### src/sv/depth_to_normal_map_unit_assert.svh
// Assertion macros shared by the depth-to-normal RTL.
`ifndef DEPTH_TO_NORMAL_MAP_UNIT_ASSERT_SVH
`define DEPTH_TO_NORMAL_MAP_UNIT_ASSERT_SVH

// Clocked check, masked while reset is asserted
`define DTN_ASSERT(lbl, prop) \
  lbl: assert property (@(posedge clk_i) disable iff (!rst_ni) prop) \
    else $error("dtn assertion failed");

// Clocked check that also holds during reset
`define DTN_ASSERT_ALWAYS(lbl, prop) \
  lbl: assert property (@(posedge clk_i) prop) else $error("dtn assertion failed");

`endif

### src/sv/dtn_pkg.sv
// Package: types, codes and defaults of the depth-to-normal unit.
package dtn_pkg;

  localparam int MAX_WIDTH_DEF = 2048;
  localparam int FRAC_BITS_DEF = 14;
  localparam int QUEUE_DEPTH   = 4;

  localparam logic [11:0] IMAGE_WIDTH_RST  = 12'd640;
  localparam logic [15:0] IMAGE_HEIGHT_RST = 16'd480;

  // configuration register indexes
  localparam logic [1:0] REG_IMAGE_WIDTH  = 2'd0;
  localparam logic [1:0] REG_IMAGE_HEIGHT = 2'd1;

  // pixel kinds
  localparam logic [1:0] KIND_BORDER  = 2'd0;
  localparam logic [1:0] KIND_INVALID = 2'd1;
  localparam logic [1:0] KIND_VALID   = 2'd2;

  typedef struct packed {
    logic [15:0] depth_sample;
    logic        frame_start;
  } pix_in_t;

  typedef struct packed {
    logic signed [15:0] normal_x;
    logic signed [15:0] normal_y;
    logic signed [15:0] normal_z;
    logic [1:0]         pixel_kind;
  } pix_out_t;

  // classified pixel handed from front to back
  typedef struct packed {
    logic [1:0]         kind;
    logic signed [16:0] dx;
    logic signed [16:0] ndy;
  } grad_t;

endpackage

### src/sv/dtn_queue.sv
// Short queue decoupling the front end from the normalizer.
`include "depth_to_normal_map_unit_assert.svh"
module dtn_queue import dtn_pkg::*; (
  input  logic  clk_i,
  input  logic  rst_ni,
  input  logic  push_i,
  input  grad_t push_data_i,
  output logic  full_o,
  input  logic  pop_i,
  output grad_t pop_data_o,
  output logic  empty_o
);

  localparam int PW = $clog2(QUEUE_DEPTH);
  localparam int NW = $clog2(QUEUE_DEPTH + 1);

  grad_t         slots_q [QUEUE_DEPTH];
  logic [PW-1:0] wr_q, rd_q;
  logic [NW-1:0] cnt_q;

  assign full_o     = cnt_q == NW'(QUEUE_DEPTH);
  assign empty_o    = cnt_q == '0;
  assign pop_data_o = slots_q[rd_q];

  // pointers and fill count
  always_ff @(posedge clk_i or negedge rst_ni) begin
    if (!rst_ni) begin
      wr_q  <= '0;
      rd_q  <= '0;
      cnt_q <= '0;
    end else begin
      if (push_i) wr_q <= (wr_q == PW'(QUEUE_DEPTH - 1)) ? '0 : wr_q + PW'(1);
      if (pop_i)  rd_q <= (rd_q == PW'(QUEUE_DEPTH - 1)) ? '0 : rd_q + PW'(1);
      if (push_i && !pop_i) cnt_q <= cnt_q + NW'(1);
      else if (pop_i && !push_i) cnt_q <= cnt_q - NW'(1);
    end
  end

  always_ff @(posedge clk_i) begin
    if (push_i) slots_q[wr_q] <= push_data_i;
  end

  `DTN_ASSERT(a_no_push_full, push_i |-> !full_o)
  `DTN_ASSERT(a_no_pop_empty, pop_i |-> !empty_o)
  `DTN_ASSERT(a_cnt_bound, cnt_q <= NW'(QUEUE_DEPTH))
  `DTN_ASSERT(a_ptr_sync, (empty_o || full_o) |-> (wr_q == rd_q))

endmodule

### config.mk
export PLATFORM = sky130hd
export DESIGN_NAME = dtn_queue
export DESIGN_NICKNAME = d
export VERILOG_FILES = /design/src/sv/dtn_pkg.sv /design/src/sv/dtn_queue.sv
export VERILOG_INCLUDE_DIRS = /design/src /design/src/sv
export SDC_FILE = /design/constraint.sdc
export NUM_CORES = 1
export LEC_CHECK = 0
export BUFFER_PORTS_ARGS = -buffer_cell sky130_fd_sc_hd__buf_2
export CAP_MARGIN = 20
export CORE_UTILIZATION = 35
export DETAILED_ROUTE_END_ITERATION = 10
export PLACE_DENSITY = 0.56
export SLEW_MARGIN = 10
export SYNTH_ARGS = -nofsm -noshare
export SYNTH_HDL_FRONTEND = slang
export SYNTH_SLANG_ARGS = --single-unit
export TNS_END_PERCENT = 20
### constraint.sdc
create_clock -name clk_i -period 2.3 [get_ports clk_i]
set_input_delay 0.345 -clock clk_i [delete_from_list [all_inputs] [get_ports clk_i]]
set_output_delay 0.345 -clock clk_i [all_outputs]
set_load 0.01 [all_outputs]
### Yosys cells after proc, flatten, opt, wreduce, memory -nomap -nowiden

Memory sizes are Yosys's and may differ from the RTL's.
Cells that the tools add are included.

* add/sub/neg operators: 4
* eq/ne operators: 3
* multiplexer cells: 6
* reduce and logical (&&, ||, !) cells: 6

Operators by type and width (count)
* two-way mux 3 bit: 2
* adder 2 x 1 -> 2 bit (second input constant): 2
* equality test 2 bit (second input constant): 2
* two-way mux 2 bit: 2
* adder 3 x 1 -> 3 bit (second input constant): 1
* equality test 3 bit (second input constant): 1
* logical NOT 3 bit: 1
* subtractor 3 x 1 -> 3 bit (second input constant): 1
* logical AND 1 bit: 2
* logical NOT 1 bit: 2
* two-way mux 1 bit: 2
* nonzero test 2 bit: 1

* register bits after elaboration: 7
* RAM bits: 144
* bits of input ports: 40
* output and inout port bits: 38
* word-level logic and storage cells: 23
* memories kept: 1

Memory list
* slots_q: words 4, bits a word 36, read ports 1, clocked after memory_dff 0, wr ports 1, line dtn_queue.sv:17 `grad_t slots_q [QUEUE_DEPTH];`

### Longest topological paths before layout

* depth in word-level cells: 4
* depth in mapped cells: 7
* mapped depth without buffers: 7

### Worst setup path before layout

Ideal clock, no wire load.

* path kind: register -> register
* start point: register wr_q[0]
* end point: memory slots_q[0][0] in the netlist's numbering, enable pin
* library setup time: 0.397 ns
* data arrival time: 1.502 ns
* data required time: 1.903 ns
* setup slack: 0.401 ns
* stages on the path, launching flop included: 4
* path buffers: 0
* clock period less this slack: 1.899 ns
* cells stage by stage: dfrtp_1 inv_1 ha_1 and2_1

RTL lines
* from (decl): line dtn_queue.sv:18 `logic [PW-1:0] wr_q, rd_q;`
* from (signal assigned): line dtn_queue.sv:32 `if (push_i) wr_q <= (wr_q == PW'(QUEUE_DEPTH - 1)) ? '0 : wr_q + PW'(1);`
* to (decl): line dtn_queue.sv:17

Straight into the memory's write port.

==> flow_summary.toml <==
[yosys]
ys_seq_elements = 151
syn-cell-area_mm2 = 0.00562
synth_nets = 272
yosys_warnings = 0
synth.top_cell.area_share = 0.769
ys_seq_area_frac = 0.801
syn_avg_cell_area_um2 = 25.0
synthTopCellsByArea = "edfxtp_1, mux4_2, dfrtp_1, ha_1, mux2_2"
yosysTopAreaCell = "edfxtp_1"
yosysUniqueCellTypes = 20
synthCells = 225

[grt]
antenna_found_initial = 1
grt_pass1_wl_um = 15200
grt_max_degree = 33
grt_use_total = 0.132
grt_pass1_vias = 2723
overflow = 0

[power]
power.density_mw_per_mm2 = 1250
p_clk_frac = 0.291
p_comb_frac = 0.272
power_frac_seq = 0.437
p_leak_nw = 2.38
intPower_w = 0.00618
peakVddDrop_mv = 0.476
switchingPower_w = 0.00240
swShare = 0.280

[sta]
finalMaxSlewViolations = 0
tightest_slew_ps = 430
period_share = 0.917
hold_viol_final = 0
min_period_ps = 2110
rsz0062_at_grt = "no"
max_freq_ghz = 0.474
final.setup.tns_ps = 0
hold-worst-slack_ps = 143
fin_worst_skew_ps = 7.77
slew_headroom = 0.713
finalSetupViolations = 0

[worst_setup_path]
crit_required_ps = 1960
crit_type = "flip-flop to output port"
cp_slowest_stage_delay_ps = 610
crit_family = "flip-flops"
crit_buf_inv = 2
end_kind = "output port"
crit_fanout = 21
crit_chain = "buf_12 -> mux4_2 -> buf_2"
critPathSlowestCell = "dfrtp_4"
critPathArrivalTime_ps = 1760
cp-start-kind = "flip-flop"

[die]
core_mm2 = 0.0154
die_h_um = 129
die_w_um = 129
initial_utilization = 0.364
dieArea_mm2 = 0.0166
io_pins = 78
num_rows = 45

[clock_network]
cts_tree = "done"
clock_latency_ps = 410
root_buffer = "clkbuf_16"
clkTransAtPathRegs_ps = 60
cts_buffer_depth = 2
cts.sinks = 151
ctsHtreeMaxLevel = 4
cts_inserted_buffers = 17

[drt]
viasPerCell = 4.63
wl_per_cell_um = 17.9
vias = 2531
drt_iter0_drc = 158
ant_nets = 0
first_pass_iters = 4
wl_um = 9780
drc = 0

[run_status]
status = "finished, final reports clean"

[final_layout]
syn_to_final_growth_pct = 22.4
layout-drive-gt1-share = 0.473
nets = 370
diodes = 0

[place]
place.gp.congestion = 0.671
port_buffers = 77
place_hpwl_um = 6020

[hold_path]
min_path_type = "primary input to flip-flop"

[run]
drv_cap = 0
## layout make-up
| class | count | area [um2] |
|---|---|---|
| clock inverter | 15 | 114 |
| fill | 1398 | 8550 |
| sequential | 151 | 4500 |
| inverter | 4 | 15.0 |
| clock buffer | 17 | 425 |
| timing repair buffer | 87 | 517 |
| tap | 211 | 264 |
| multi-input combinational | 62 | 1040 |
## metal layers
metal | global-route usage | routed length [um] | vias to the layer above | share of wire
met1 | 0.164 | 4290 | 1313 | 0.44
met5 | 0 | 13 | - | 0.0013
met4 | 0.0540 | 106 | 2 | 0.011
met2 | 0.209 | 4910 | 62 | 0.50
li1 | - | - | 1142 | -
met3 | 0.0491 | 466 | 12 | 0.048
## metrics by stage
stage	std cells	utilization	total power [W]	cell area (um2)	setup slack, ps
floorplan	225	-	0.00532	5620	401
global placement	514	0.410	0.00619	6320	473
detailed placement	514	0.410	0.00622	6320	491
CTS	547	0.445	0.00874	6870	28.1
global route	547	0.446	0.00904	6880	89.3
finish	547	0.446	0.00858	6880	192
## power groups by stage
| stage | clock [W] | combinational (W) | sequential (W) |
|---|---|---|---|
| after floorplan | 0 | 0.00162 | 0.00370 |
| after global placement | 0 | 0.00240 | 0.00379 |
| after detailed placement | 0 | 0.00241 | 0.00381 |
| after CTS | 0.00257 | 0.00242 | 0.00375 |
| after global routing | 0.00266 | 0.00258 | 0.00381 |
| final | 0.00249 | 0.00234 | 0.00375 |
## cells in the final DEF, fill, tap and decap left out, drive strengths merged
cell type / synthesis / layout
mux2: 3 / 3
xor2: 2 / 2
bufinv: 0 / 1
dlygate4sd3: 0 / 1
inv: 4 / 4
nor2: 3 / 3
nor3: 1 / 1
nand2: 2 / 2
clkinvlp: 0 / 3
fa: 1 / 1
nor3b: 1 / 1
edfxtp: 144 / 144
and2: 4 / 4
clkinv: 0 / 11
xnor2: 1 / 1
o21ai: 2 / 2
ha: 6 / 6
clkbuf: 0 / 17
mux4: 36 / 36
buf: 8 / 86
dfrtp: 7 / 7
## sequential cells by signal, indices dropped and copies added, names as in the netlist
name	flops
cnt_q	3
rd_q	2
wr_q	2
slots_q	144
## kinds of logic after synthesis
logic type / synth area share
AO/OA/AOI/OAI: 0.00178
adder cells (fa/ha/maj): 0.0169
AND/OR/NAND/NOR: 0.0100
flip-flops: 0.801
multiplexers: 0.150
buffers and inverters: 0.0158
XOR/XNOR: 0.00468
## worst register-to-register path, stage by stage (launching register included)
cell and delay, ps:
dfrtp_1 410, inv_1 110, ha_1 140, and2_2 410, buf_12 250
## final timing paths
check | startpoint | to | slack, ps | cells past startpoint
min in group asynchronous | rst_ni | cnt_q[1] | 290 | 2
max in group asynchronous | rst_ni | rd_q[1] | 1830 | 2
min | push_data_i[18] | slots_q[2][18] | 140 | 1
min reg2reg | cnt_q[2] | cnt_q[2] | 510 | 1
max | rd_q[1] | pop_data_o[22] | 190 | 3
max reg2reg | wr_q[0] | slots_q[2][11] | 650 | 4
## repair_timing
item | in CTS | in global routing
hold buffers | 1 | 0
gates resized for setup | 0 | 2
hold endpoints to repair | 7 | 0
buffers inserted | 0 | 0
endpoints found under the setup margin | 0 | 5
## Yosys cell counts
library cell	n
nor3b_1	1
dfrtp_1	7
mux4_2	36
nor2_1	3
xor2_1	2
o21ai_0	2
and2_1	4
fa_1	1
buf_4	1
ha_1	6
buf_8	1
inv_1	4
nor3_1	1
mux2_2	3
edfxtp_1	144
buf_2	4
xnor2_1	1
buf_6	1
nand2_1	2
buf_12	1
Note: power is estimated with default switching activity, not from simulation.
