==> config.mk <==
export PLATFORM = sky130hd
export DESIGN_NAME = dtn_back
export DESIGN_NICKNAME = d
export VERILOG_FILES = /design/src/sv/dtn_pkg.sv /design/src/sv/dtn_back.sv
export VERILOG_INCLUDE_DIRS = /design/src /design/src/sv
export SDC_FILE = /design/constraint.sdc
export NUM_CORES = 2
export LEC_CHECK = 0
export ABC_AREA = 0
export CORE_MARGIN = 2
export CORE_UTILIZATION = 30
export CTS_CLUSTER_DIAMETER = 120
export DETAILED_ROUTE_END_ITERATION = 8
export DONT_BUFFER_PORTS = 1
export GPL_ROUTABILITY_DRIVEN = 0
export GPL_TIMING_DRIVEN = 1
export SETUP_SLACK_MARGIN = 0.02
export SLEW_MARGIN = 10
export SYNTH_ARGS = -nofsm -noshare
export SYNTH_HDL_FRONTEND = slang
export SYNTH_SLANG_ARGS = --single-unit
==> constraint.sdc <==
create_clock -name clk_i -period 21.6 [get_ports clk_i]
set_clock_uncertainty 0.05 [all_clocks]
set_input_delay 2.16 -clock clk_i [delete_from_list [all_inputs] [get_ports clk_i]]
set_output_delay 2.16 -clock clk_i [all_outputs]
set_load 0.05 [all_outputs]
==> src/sv/depth_to_normal_map_unit_assert.svh <==
// Assertion macros shared by the depth-to-normal RTL.
`ifndef DEPTH_TO_NORMAL_MAP_UNIT_ASSERT_SVH
`define DEPTH_TO_NORMAL_MAP_UNIT_ASSERT_SVH

// Clocked check, masked while reset is asserted
`define DTN_ASSERT(lbl, prop) \
  lbl: assert property (@(posedge clk_i) disable iff (!rst_ni) prop) \
    else $error("dtn assertion failed");

// Clocked check that also holds during reset
`define DTN_ASSERT_ALWAYS(lbl, prop) \
  lbl: assert property (@(posedge clk_i) prop) else $error("dtn assertion failed");

`endif

==> src/sv/dtn_pkg.sv <==
// Package: types, codes and defaults of the depth-to-normal unit.
package dtn_pkg;

  localparam int MAX_WIDTH_DEF = 2048;
  localparam int FRAC_BITS_DEF = 14;
  localparam int QUEUE_DEPTH   = 4;

  localparam logic [11:0] IMAGE_WIDTH_RST  = 12'd640;
  localparam logic [15:0] IMAGE_HEIGHT_RST = 16'd480;

  // configuration register indexes
  localparam logic [1:0] REG_IMAGE_WIDTH  = 2'd0;
  localparam logic [1:0] REG_IMAGE_HEIGHT = 2'd1;

  // pixel kinds
  localparam logic [1:0] KIND_BORDER  = 2'd0;
  localparam logic [1:0] KIND_INVALID = 2'd1;
  localparam logic [1:0] KIND_VALID   = 2'd2;

  typedef struct packed {
    logic [15:0] depth_sample;
    logic        frame_start;
  } pix_in_t;

  typedef struct packed {
    logic signed [15:0] normal_x;
    logic signed [15:0] normal_y;
    logic signed [15:0] normal_z;
    logic [1:0]         pixel_kind;
  } pix_out_t;

  // classified pixel handed from front to back
  typedef struct packed {
    logic [1:0]         kind;
    logic signed [16:0] dx;
    logic signed [16:0] ndy;
  } grad_t;

endpackage

==> src/sv/dtn_back.sv <==
// Back end: bit-serial unit-vector normalizer and result register.
`include "depth_to_normal_map_unit_assert.svh"
module dtn_back import dtn_pkg::*; #(
  parameter int FRAC_BITS = FRAC_BITS_DEF
) (
  input  logic     clk_i,
  input  logic     rst_ni,
  input  logic     empty_i,
  input  grad_t    pop_data_i,
  output logic     pop_o,
  output logic     out_valid_o,
  input  logic     out_stall_i,
  output pix_out_t out_data_o
);

  localparam int TW = FRAC_BITS + 2;        // quotient bits
  localparam int SH = 2 * FRAC_BITS + 2;    // scale of the squared numerator
  localparam int W  = 2 * FRAC_BITS + 40;   // partial product width
  localparam logic [15:0] NEG_ONE =
    (FRAC_BITS >= 15) ? 16'h8000 : 16'((~(32'd1 << FRAC_BITS)) + 32'd1);

  localparam logic [1:0] ST_IDLE = 2'd0;
  localparam logic [1:0] ST_INIT = 2'd1;
  localparam logic [1:0] ST_RUN  = 2'd2;
  localparam logic [1:0] ST_FIN  = 2'd3;

  logic [1:0]    state_q, state_d;
  logic          out_valid_q;
  pix_out_t      out_q, out_d;
  logic          out_free, out_load;

  logic [31:0]   sq_q   [2];
  logic          neg_q  [3];
  logic [W-1:0]  r_q    [3];
  logic [W-1:0]  p_q    [3];
  logic [W-1:0]  a_q    [3];
  logic [TW-1:0] t_q    [3];
  logic [W-1:0]  b_q;
  logic [TW-1:0] mask_q;

  logic [W-1:0]  cand   [3];
  logic          take   [3];
  logic [15:0]   mag_x, mag_y;
  logic [15:0]   res    [3];

  assign out_free    = !out_valid_q || !out_stall_i;
  assign out_valid_o = out_valid_q;
  assign out_data_o  = out_q;

  assign mag_x = pop_data_i.dx[16]  ? 16'(-pop_data_i.dx)  : pop_data_i.dx[15:0];
  assign mag_y = pop_data_i.ndy[16] ? 16'(-pop_data_i.ndy) : pop_data_i.ndy[15:0];

  // trial bit per lane: (t + 2^b)^2 * S = P + A + B
  always_comb begin
    for (int i = 0; i < 3; i++) begin
      cand[i] = p_q[i] + a_q[i] + b_q;
      take[i] = cand[i] <= r_q[i];
    end
  end

  // round, sign and saturate
  always_comb begin
    logic [TW:0]  rnd;
    logic [32:0]  qx;
    for (int i = 0; i < 3; i++) begin
      rnd = {1'b0, t_q[i]} + (TW+1)'(1);
      qx  = 33'(rnd[TW:1]);
      if (neg_q[i]) res[i] = (qx > 33'd32768) ? 16'h8000 : 16'((~qx) + 33'd1);
      else res[i] = (qx > 33'd32767) ? 16'h7FFF : qx[15:0];
    end
  end

  // sequencer
  always_comb begin
    state_d  = state_q;
    pop_o    = 1'b0;
    out_load = 1'b0;
    out_d    = out_q;
    case (state_q)
      ST_IDLE: begin
        if (!empty_i) begin
          if (pop_data_i.kind == KIND_VALID) begin
            pop_o   = 1'b1;
            state_d = ST_INIT;
          end else if (out_free) begin
            pop_o    = 1'b1;
            out_load = 1'b1;
            if (pop_data_i.kind == KIND_INVALID) begin
              out_d.normal_x = NEG_ONE;
              out_d.normal_y = NEG_ONE;
              out_d.normal_z = NEG_ONE;
            end else begin
              out_d.normal_x = '0;
              out_d.normal_y = '0;
              out_d.normal_z = '0;
            end
            out_d.pixel_kind = pop_data_i.kind;
          end
        end
      end
      ST_INIT: state_d = ST_RUN;
      ST_RUN:  if (mask_q[0]) state_d = ST_FIN;
      ST_FIN: begin
        if (out_free) begin
          out_load         = 1'b1;
          out_d.normal_x   = res[0];
          out_d.normal_y   = res[1];
          out_d.normal_z   = res[2];
          out_d.pixel_kind = KIND_VALID;
          state_d          = ST_IDLE;
        end
      end
      default: state_d = ST_IDLE;
    endcase
  end

  always_ff @(posedge clk_i or negedge rst_ni) begin
    if (!rst_ni) begin
      state_q     <= ST_IDLE;
      out_valid_q <= 1'b0;
    end else begin
      state_q <= state_d;
      if (out_load) out_valid_q <= 1'b1;
      else if (!out_stall_i) out_valid_q <= 1'b0;
    end
  end

  always_ff @(posedge clk_i) begin
    if (out_load) out_q <= out_d;
  end

  // datapath: squares, setup, then one quotient bit per cycle
  always_ff @(posedge clk_i) begin
    case (state_q)
      ST_IDLE: begin
        sq_q[0]  <= mag_x * mag_x;
        sq_q[1]  <= mag_y * mag_y;
        neg_q[0] <= pop_data_i.dx[16];
        neg_q[1] <= pop_data_i.ndy[16];
        neg_q[2] <= 1'b0;
      end
      ST_INIT: begin
        b_q    <= W'({2'b00, sq_q[0]} + {2'b00, sq_q[1]} + 34'd1) << SH;
        r_q[0] <= W'(sq_q[0]) << SH;
        r_q[1] <= W'(sq_q[1]) << SH;
        r_q[2] <= W'(1) << SH;
        mask_q <= TW'(1) << (TW - 1);
        for (int i = 0; i < 3; i++) begin
          p_q[i] <= '0;
          a_q[i] <= '0;
          t_q[i] <= '0;
        end
      end
      ST_RUN: begin
        b_q    <= b_q >> 2;
        mask_q <= mask_q >> 1;
        for (int i = 0; i < 3; i++) begin
          if (take[i]) begin
            p_q[i] <= cand[i];
            a_q[i] <= (a_q[i] + (b_q << 1)) >> 1;
            t_q[i] <= t_q[i] | mask_q;
          end else begin
            a_q[i] <= a_q[i] >> 1;
          end
        end
      end
      default: ;
    endcase
  end

  `DTN_ASSERT(a_mask_onehot, (state_q == ST_RUN) |-> $onehot(mask_q))
  `DTN_ASSERT(a_pop_idle, pop_o |-> (state_q == ST_IDLE))
  `DTN_ASSERT(a_fin_from_run, (state_q == ST_FIN) |-> ($past(state_q) == ST_RUN ||
    $past(state_q) == ST_FIN))
  `DTN_ASSERT(a_load_free, out_load |-> out_free)
  `DTN_ASSERT_ALWAYS(a_rst_idle, !rst_ni |=> (state_q == ST_IDLE || rst_ni))

endmodule

==> Word level (Yosys, flattened, before mapping) <==
Memory sizes are Yosys's and may differ from the RTL's.
Index checks and enable logic that the tools add are counted.
{ "classes": {"n_reduce_logical": 8, "muxes": 67, "add_sub_neg": 19, "bitwise_logic": 18, "shift": 0, "order_cmp": 9, "n_eq_ne": 12, "div_mod_pow": 0, "mul": 2} }
{ "op_table": {"columns": ["op", "n"], "rows": [
  ["68-bit adder", 9],
  ["67-bit two-way mux", 6],
  ["16-bit two-way mux", 14],
  ["68-bit <= comparator", 3],
  ["68-bit two-way mux", 3],
  ["50-bit two-way mux", 4],
  ["68-bit case mux with 2 select lines", 1],
  ["50-bit case mux with 2 select lines", 1],
  ["16-bit by 16-bit multiplier with 32-bit output", 2],
  ["16-bit by 1-bit adder with 17-bit output, second input constant", 3],
  ["16-bit by 1-bit adder with 16-bit output, second input constant", 3],
  ["16-bit by 15-bit greater-than comparator with 1-bit output, second input constant", 3],
  ["16-bit greater-than comparator, second input constant", 3],
  ["48-bit two-way mux", 1],
  ["16-bit NOT", 3],
  ["16-bit OR", 3],
  ["33-bit by 1-bit adder with 34-bit output, second input constant", 1],
  ["32-bit by 32-bit adder with 33-bit output", 1],
  ["16-bit negator", 2],
  ["16-bit case mux with 2 select lines", 1],
  ["1-bit two-way mux", 30],
  ["2-bit != test, second input constant", 6],
  ["1-bit OR", 12],
  ["2-bit two-way mux", 4],
  ["other kinds (11)", 16]
]} }
{ "word_totals": {"latchBits": 0, "in_bits": 40, "mem_bits_rw": 616, "mem_count": 6, "mem_bits_ro": 0, "output_inout_bits": 52, "ff_bits": 137} }
{ "memory_table": {"columns": ["name", "words", "word_bits", "read_ports", "rd_clocked_by_memory_dff", "write_ports", "line", "source"], "rows": [
  ["p_q", 3, 68, 3, 0, 3, "dtn_back.sv:35", "logic [W-1:0] p_q [3];"],
  ["a_q", 3, 67, 3, 0, 3, "dtn_back.sv:36", "logic [W-1:0] a_q [3];"],
  ["r_q", 3, 32, 3, 0, 3, "dtn_back.sv:34", "logic [W-1:0] r_q [3];"],
  ["sq_q", 2, 32, 2, 0, 2, "dtn_back.sv:32", "logic [31:0] sq_q [2];"],
  ["t_q", 3, 16, 3, 0, 3, "dtn_back.sv:37", "logic [TW-1:0] t_q [3];"],
  ["neg_q", 3, 1, 3, 0, 3, "dtn_back.sv:33", "logic neg_q [3];"]
]} }

==> Logic depth before layout (Yosys ltp) <==
An unclocked memory read counts as a cell.
{ "logic_depth": {"ltp_word": 9, "depth_mapped": 36, "mapped_depth_nobuf": 35} }

==> Least setup slack after synthesis <==
No wires, ideal clock.
{ "synth_timing": {"path_type": "flip-flop to flip-flop", "startpoint": "reg b_q[20]", "endpoint": "mem p_q[0][136] (netlist name) (enable)", "path_stages_with_launch": 26, "path_slack_ns": 6.042, "n_path_buf": 1, "synth_period_minus_slack_ns": 15.558, "arrival_time_ns": 14.694, "t_required_ns": 20.736, "setup_time_ns": 0.814, "path_cell_list": "edfxtp_1 fa_1 ha_1 clkbuf_1 nand4_1 nor3_1 or3_1 o22a_1 o211a_2 a21oi_1 o21ai_0 a31oi_1 o21a_1 o21a_1 o31ai_1 xor2_1 ha_1 nand4_1 nor2_1 and3_1 nand4_1 a311o_1 nand2_1 a2111o_1 nor2_2 o311ai_0"} }
{ "synth_lines": {"columns": ["item", "line", "source"], "rows": [
  ["from (decl)", "dtn_back.sv:38", "logic [W-1:0] b_q;"],
  ["from (signal assigned)", "dtn_back.sv:143", "b_q <= W'({2'b00, sq_q[0]} + {2'b00, sq_q[1]} + 34'd1) << SH;"],
  ["from (signal assigned)", "dtn_back.sv:155", "b_q <= b_q >> 2;"],
  ["to (decl)", "dtn_back.sv:35", null]
]} }

==> qor.yml <==
worst_setup_path:
  critical_path_class: "register to register"
  cp-end-kind: "register"
  max_stage_delay_ns: 1.03
  crit_path_start_kind: "register"
  arrival_ns: 11.76
  path_max_fanout: 82
  crit_required_ns: 22.14
  slowest_stage: "o31ai_1"
clock_network:
  cts_resized: 0
  clk_latency_ns: 0.74
  cts_setup_buffers: 0
  numCtsBuffers: 85
  cts-root-buf: "clkbuf_16"
  clkTransAtPathRegs_ns: 0.06
  clock_sinks: 711
  cts_hold_buf: 0
  clockBufferDepth: 3
  cts_tree: "done"
  htree_num_levels: 3
yosys:
  synth.largest_area_cell: "edfxtp_1"
  synth_nets: 9012
  seq_area_frac_synth_pct: 29.1
  synth_top_area_share_pct: 29.0
  synthCells: 7753
  syn-mean-instance-area_sq_um: 9.45
  ys_seq_elements: 711
  ys_async_sr_fraction_pct: 0.422
  yosys_most_used_dff: "edfxtp_1"
  yosysMostFrequentCell: "edfxtp_1"
  synth_edf_count: 707
  synthDistinctLibCells: 98
  syn_area_sq_um: 73200
  yosys_warnings: 0
  synth_area_leaders: "edfxtp_1 29%, fa_1 14%, ha_1 12%, a21oi_1 3.9%, xnor2_1 3.6%"
  synth_common_cells: "707 x edfxtp_1, 697 x ha_1, 695 x nor2_1, 666 x inv_1, 612 x nand2_1"
global_route:
  grt.busiest_layer: "met2"
  grtUsageMet1_pct: 23.1
  grt_pass1_wl_um: 329000
  grt_max_degree: 96
  grt_overflow: 0
  grt_use_met2_pct: 26.0
  track_usage_pct: 16.6
  grt_pass1_vias: 57649
  grt_use_met3_pct: 2.83
  antenna_found_initial: 9
power:
  power_uw: 8810
  ir_drop_mv: 0.172
  powerDensity_nw_per_um2: 110
  p_leak_uw: 0.0362
sta:
  whs_ns: 0.434
  worst_slew_pin_slew_ns: 1.21
  finalSetupTns_ns: 0
  max_slew_margin_pct: 17.2
  hold_viol_final: 0
  fin_crit_sh_pct: 52.0
  setup_viol: 0
  fin_crit_ns: 11.22
  rsz0062_at_grt: "no"
  finalMaxSlewViolations: 0
  max_freq_mhz: 89.1
  fin_ws_ns: 10.38
placement:
  pre_cts_ws_ns: 9.90
  hpwl_um: 168000
  port_buffers: 0
finish:
  drive_above_1_share_pct: 3.90
  register_area_sq_um: 21300
  multi_input_area_sq_um: 48300
  fillCellCount: 24753
  area_growth_pct: 8.91
  nets: 8911
detailed_routing:
  first_pass_iters: 6
  viasPerCell: 5.39
  vias: 58859
  drt-initial-drc-count: 5328
  wl_per_cell_um: 19.3
  routed_wirelength_um: 211000
  antenna_left: 0
  drcViolationCount: 0
floorplanning:
  coreArea_sq_um: 243000
  die_h_um: 498
  die_width_um: 498
  die_area_sq_um: 248000
  pin_count: 92
  start_util_pct: 30.1
  row_count: 181
run_status:
  status: "complete, no violations"
worst_hold_path:
  hold_path.class: "register to register"
flow_run:
  maxCapViolCount: 0
[cell type report]
class                      instances  share of cell area, %
clock buffer                      98                   2.78
inverter                         685                   3.22
timing repair buffer              88                  0.828
sequential                       711                   26.7
antenna                            5                 0.0157
clock inverter                    59                  0.838
multi-input combinational       6081                   60.6
tap                             3202                   5.02
[final timing paths]
kind | from | end | slack, ns | depth (start not counted)
worst min-delay path | sq_q[0][23]$_DFFE_PP_ | r_q[0][23]$_DFFE_PP_ | 0.43 | 0
worst max-delay path | b_q[1]$_SDFFCE_PN0P_ | p_q[0][26]$_SDFFCE_PP0P_ | 10.38 | 29
max in group asynchronous | rst_ni | state_q[1]$_DFFE_PN0P_ | 20.36 | 0
worst min register to register | sq_q[0][23]$_DFFE_PP_ | r_q[0][23]$_DFFE_PP_ | 0.43 | 0
worst max register to register | b_q[1]$_SDFFCE_PN0P_ | p_q[0][26]$_SDFFCE_PP0P_ | 10.38 | 29
min in group asynchronous | rst_ni | out_valid_o$_DFFE_PN0P_ | 1.07 | 0
[through the flow]
step / area, sq um / utilization (%) / std cells
3_5_place_dp: 76900 / 31.6 / 10767
5_1_grt: 79700 / 32.8 / 10925
6_report: 79800 / 32.8 / 10929
2_1_floorplan: 73200 / - / 7753
4_1_cts: 79700 / 32.8 / 10924
3_3_place_gp: 76900 / 31.6 / 10767
[sequential cells by signal (all words and copies together), names as in the netlist, 2 cells and up]
signal      flops
p_q           204
a_q           201
b_q            63
r_q            62
sq_q           62
out_data_o     50
t_q            48
mask_q         16
neg_q           2
state_q         2
[report_power, final]
part,leakage [uW],internal [uW],switching (uW),total [uW]
Clock,0.00139,884,649,1530
Sequential,0.00729,1810,0.0000000000000509,1810
Combinational,0.0275,2400,3070,5470
[kinds of logic after synthesis]
group	after synthesis	share of synthesized area, %
AOI/OAI and AO/OA	1978	17.6
adders and majority gates	1219	26.2
buffers and inverters	961	5.11
muxes	86	1.18
xor gates and xnor gates	499	5.97
DFF	711	29.1
and+or+nand+nor	2299	14.9
[worst max-delay path: cells and delay by family, from the launching register on]
kind                       cells  cell delay [ns]
xor gates and xnor gates       1             0.11
buffers and inverters          1             0.88
DFF                            1             0.59
AOI/OAI and AO/OA             12             4.29
and+or+nand+nor               11             3.45
adders and majority gates      4             1.56
[placed cells by master (no fill, tap or decap), drive strengths merged, types with 54 or more instances in the layout]
cell type,count
mux2i,82
nor2,696
nor2b,54
nor3,118
xnor2,298
xor2,201
nand4,123
nand2,612
o21ai,400
fa,522
inv,671
a21o,310
o21bai,81
ha,697
buf,88
and2,190
clkinv,54
and3,79
a211oi,66
a21oi,571
edfxtp,707
a22o,66
a31oi,61
nand3,212
clkbuf,98
o21a,81
[per-layer routing]
| metal | routed length (um) | up-vias |
|---|---|---|
| li1 | - | 27506 |
| met1 | 95300 | 28777 |
| met2 | 93300 | 2170 |
| met3 | 14800 | 402 |
| met4 | 7210 | 4 |
| met5 | 46 | - |
(Power assumes the default switching activity.)
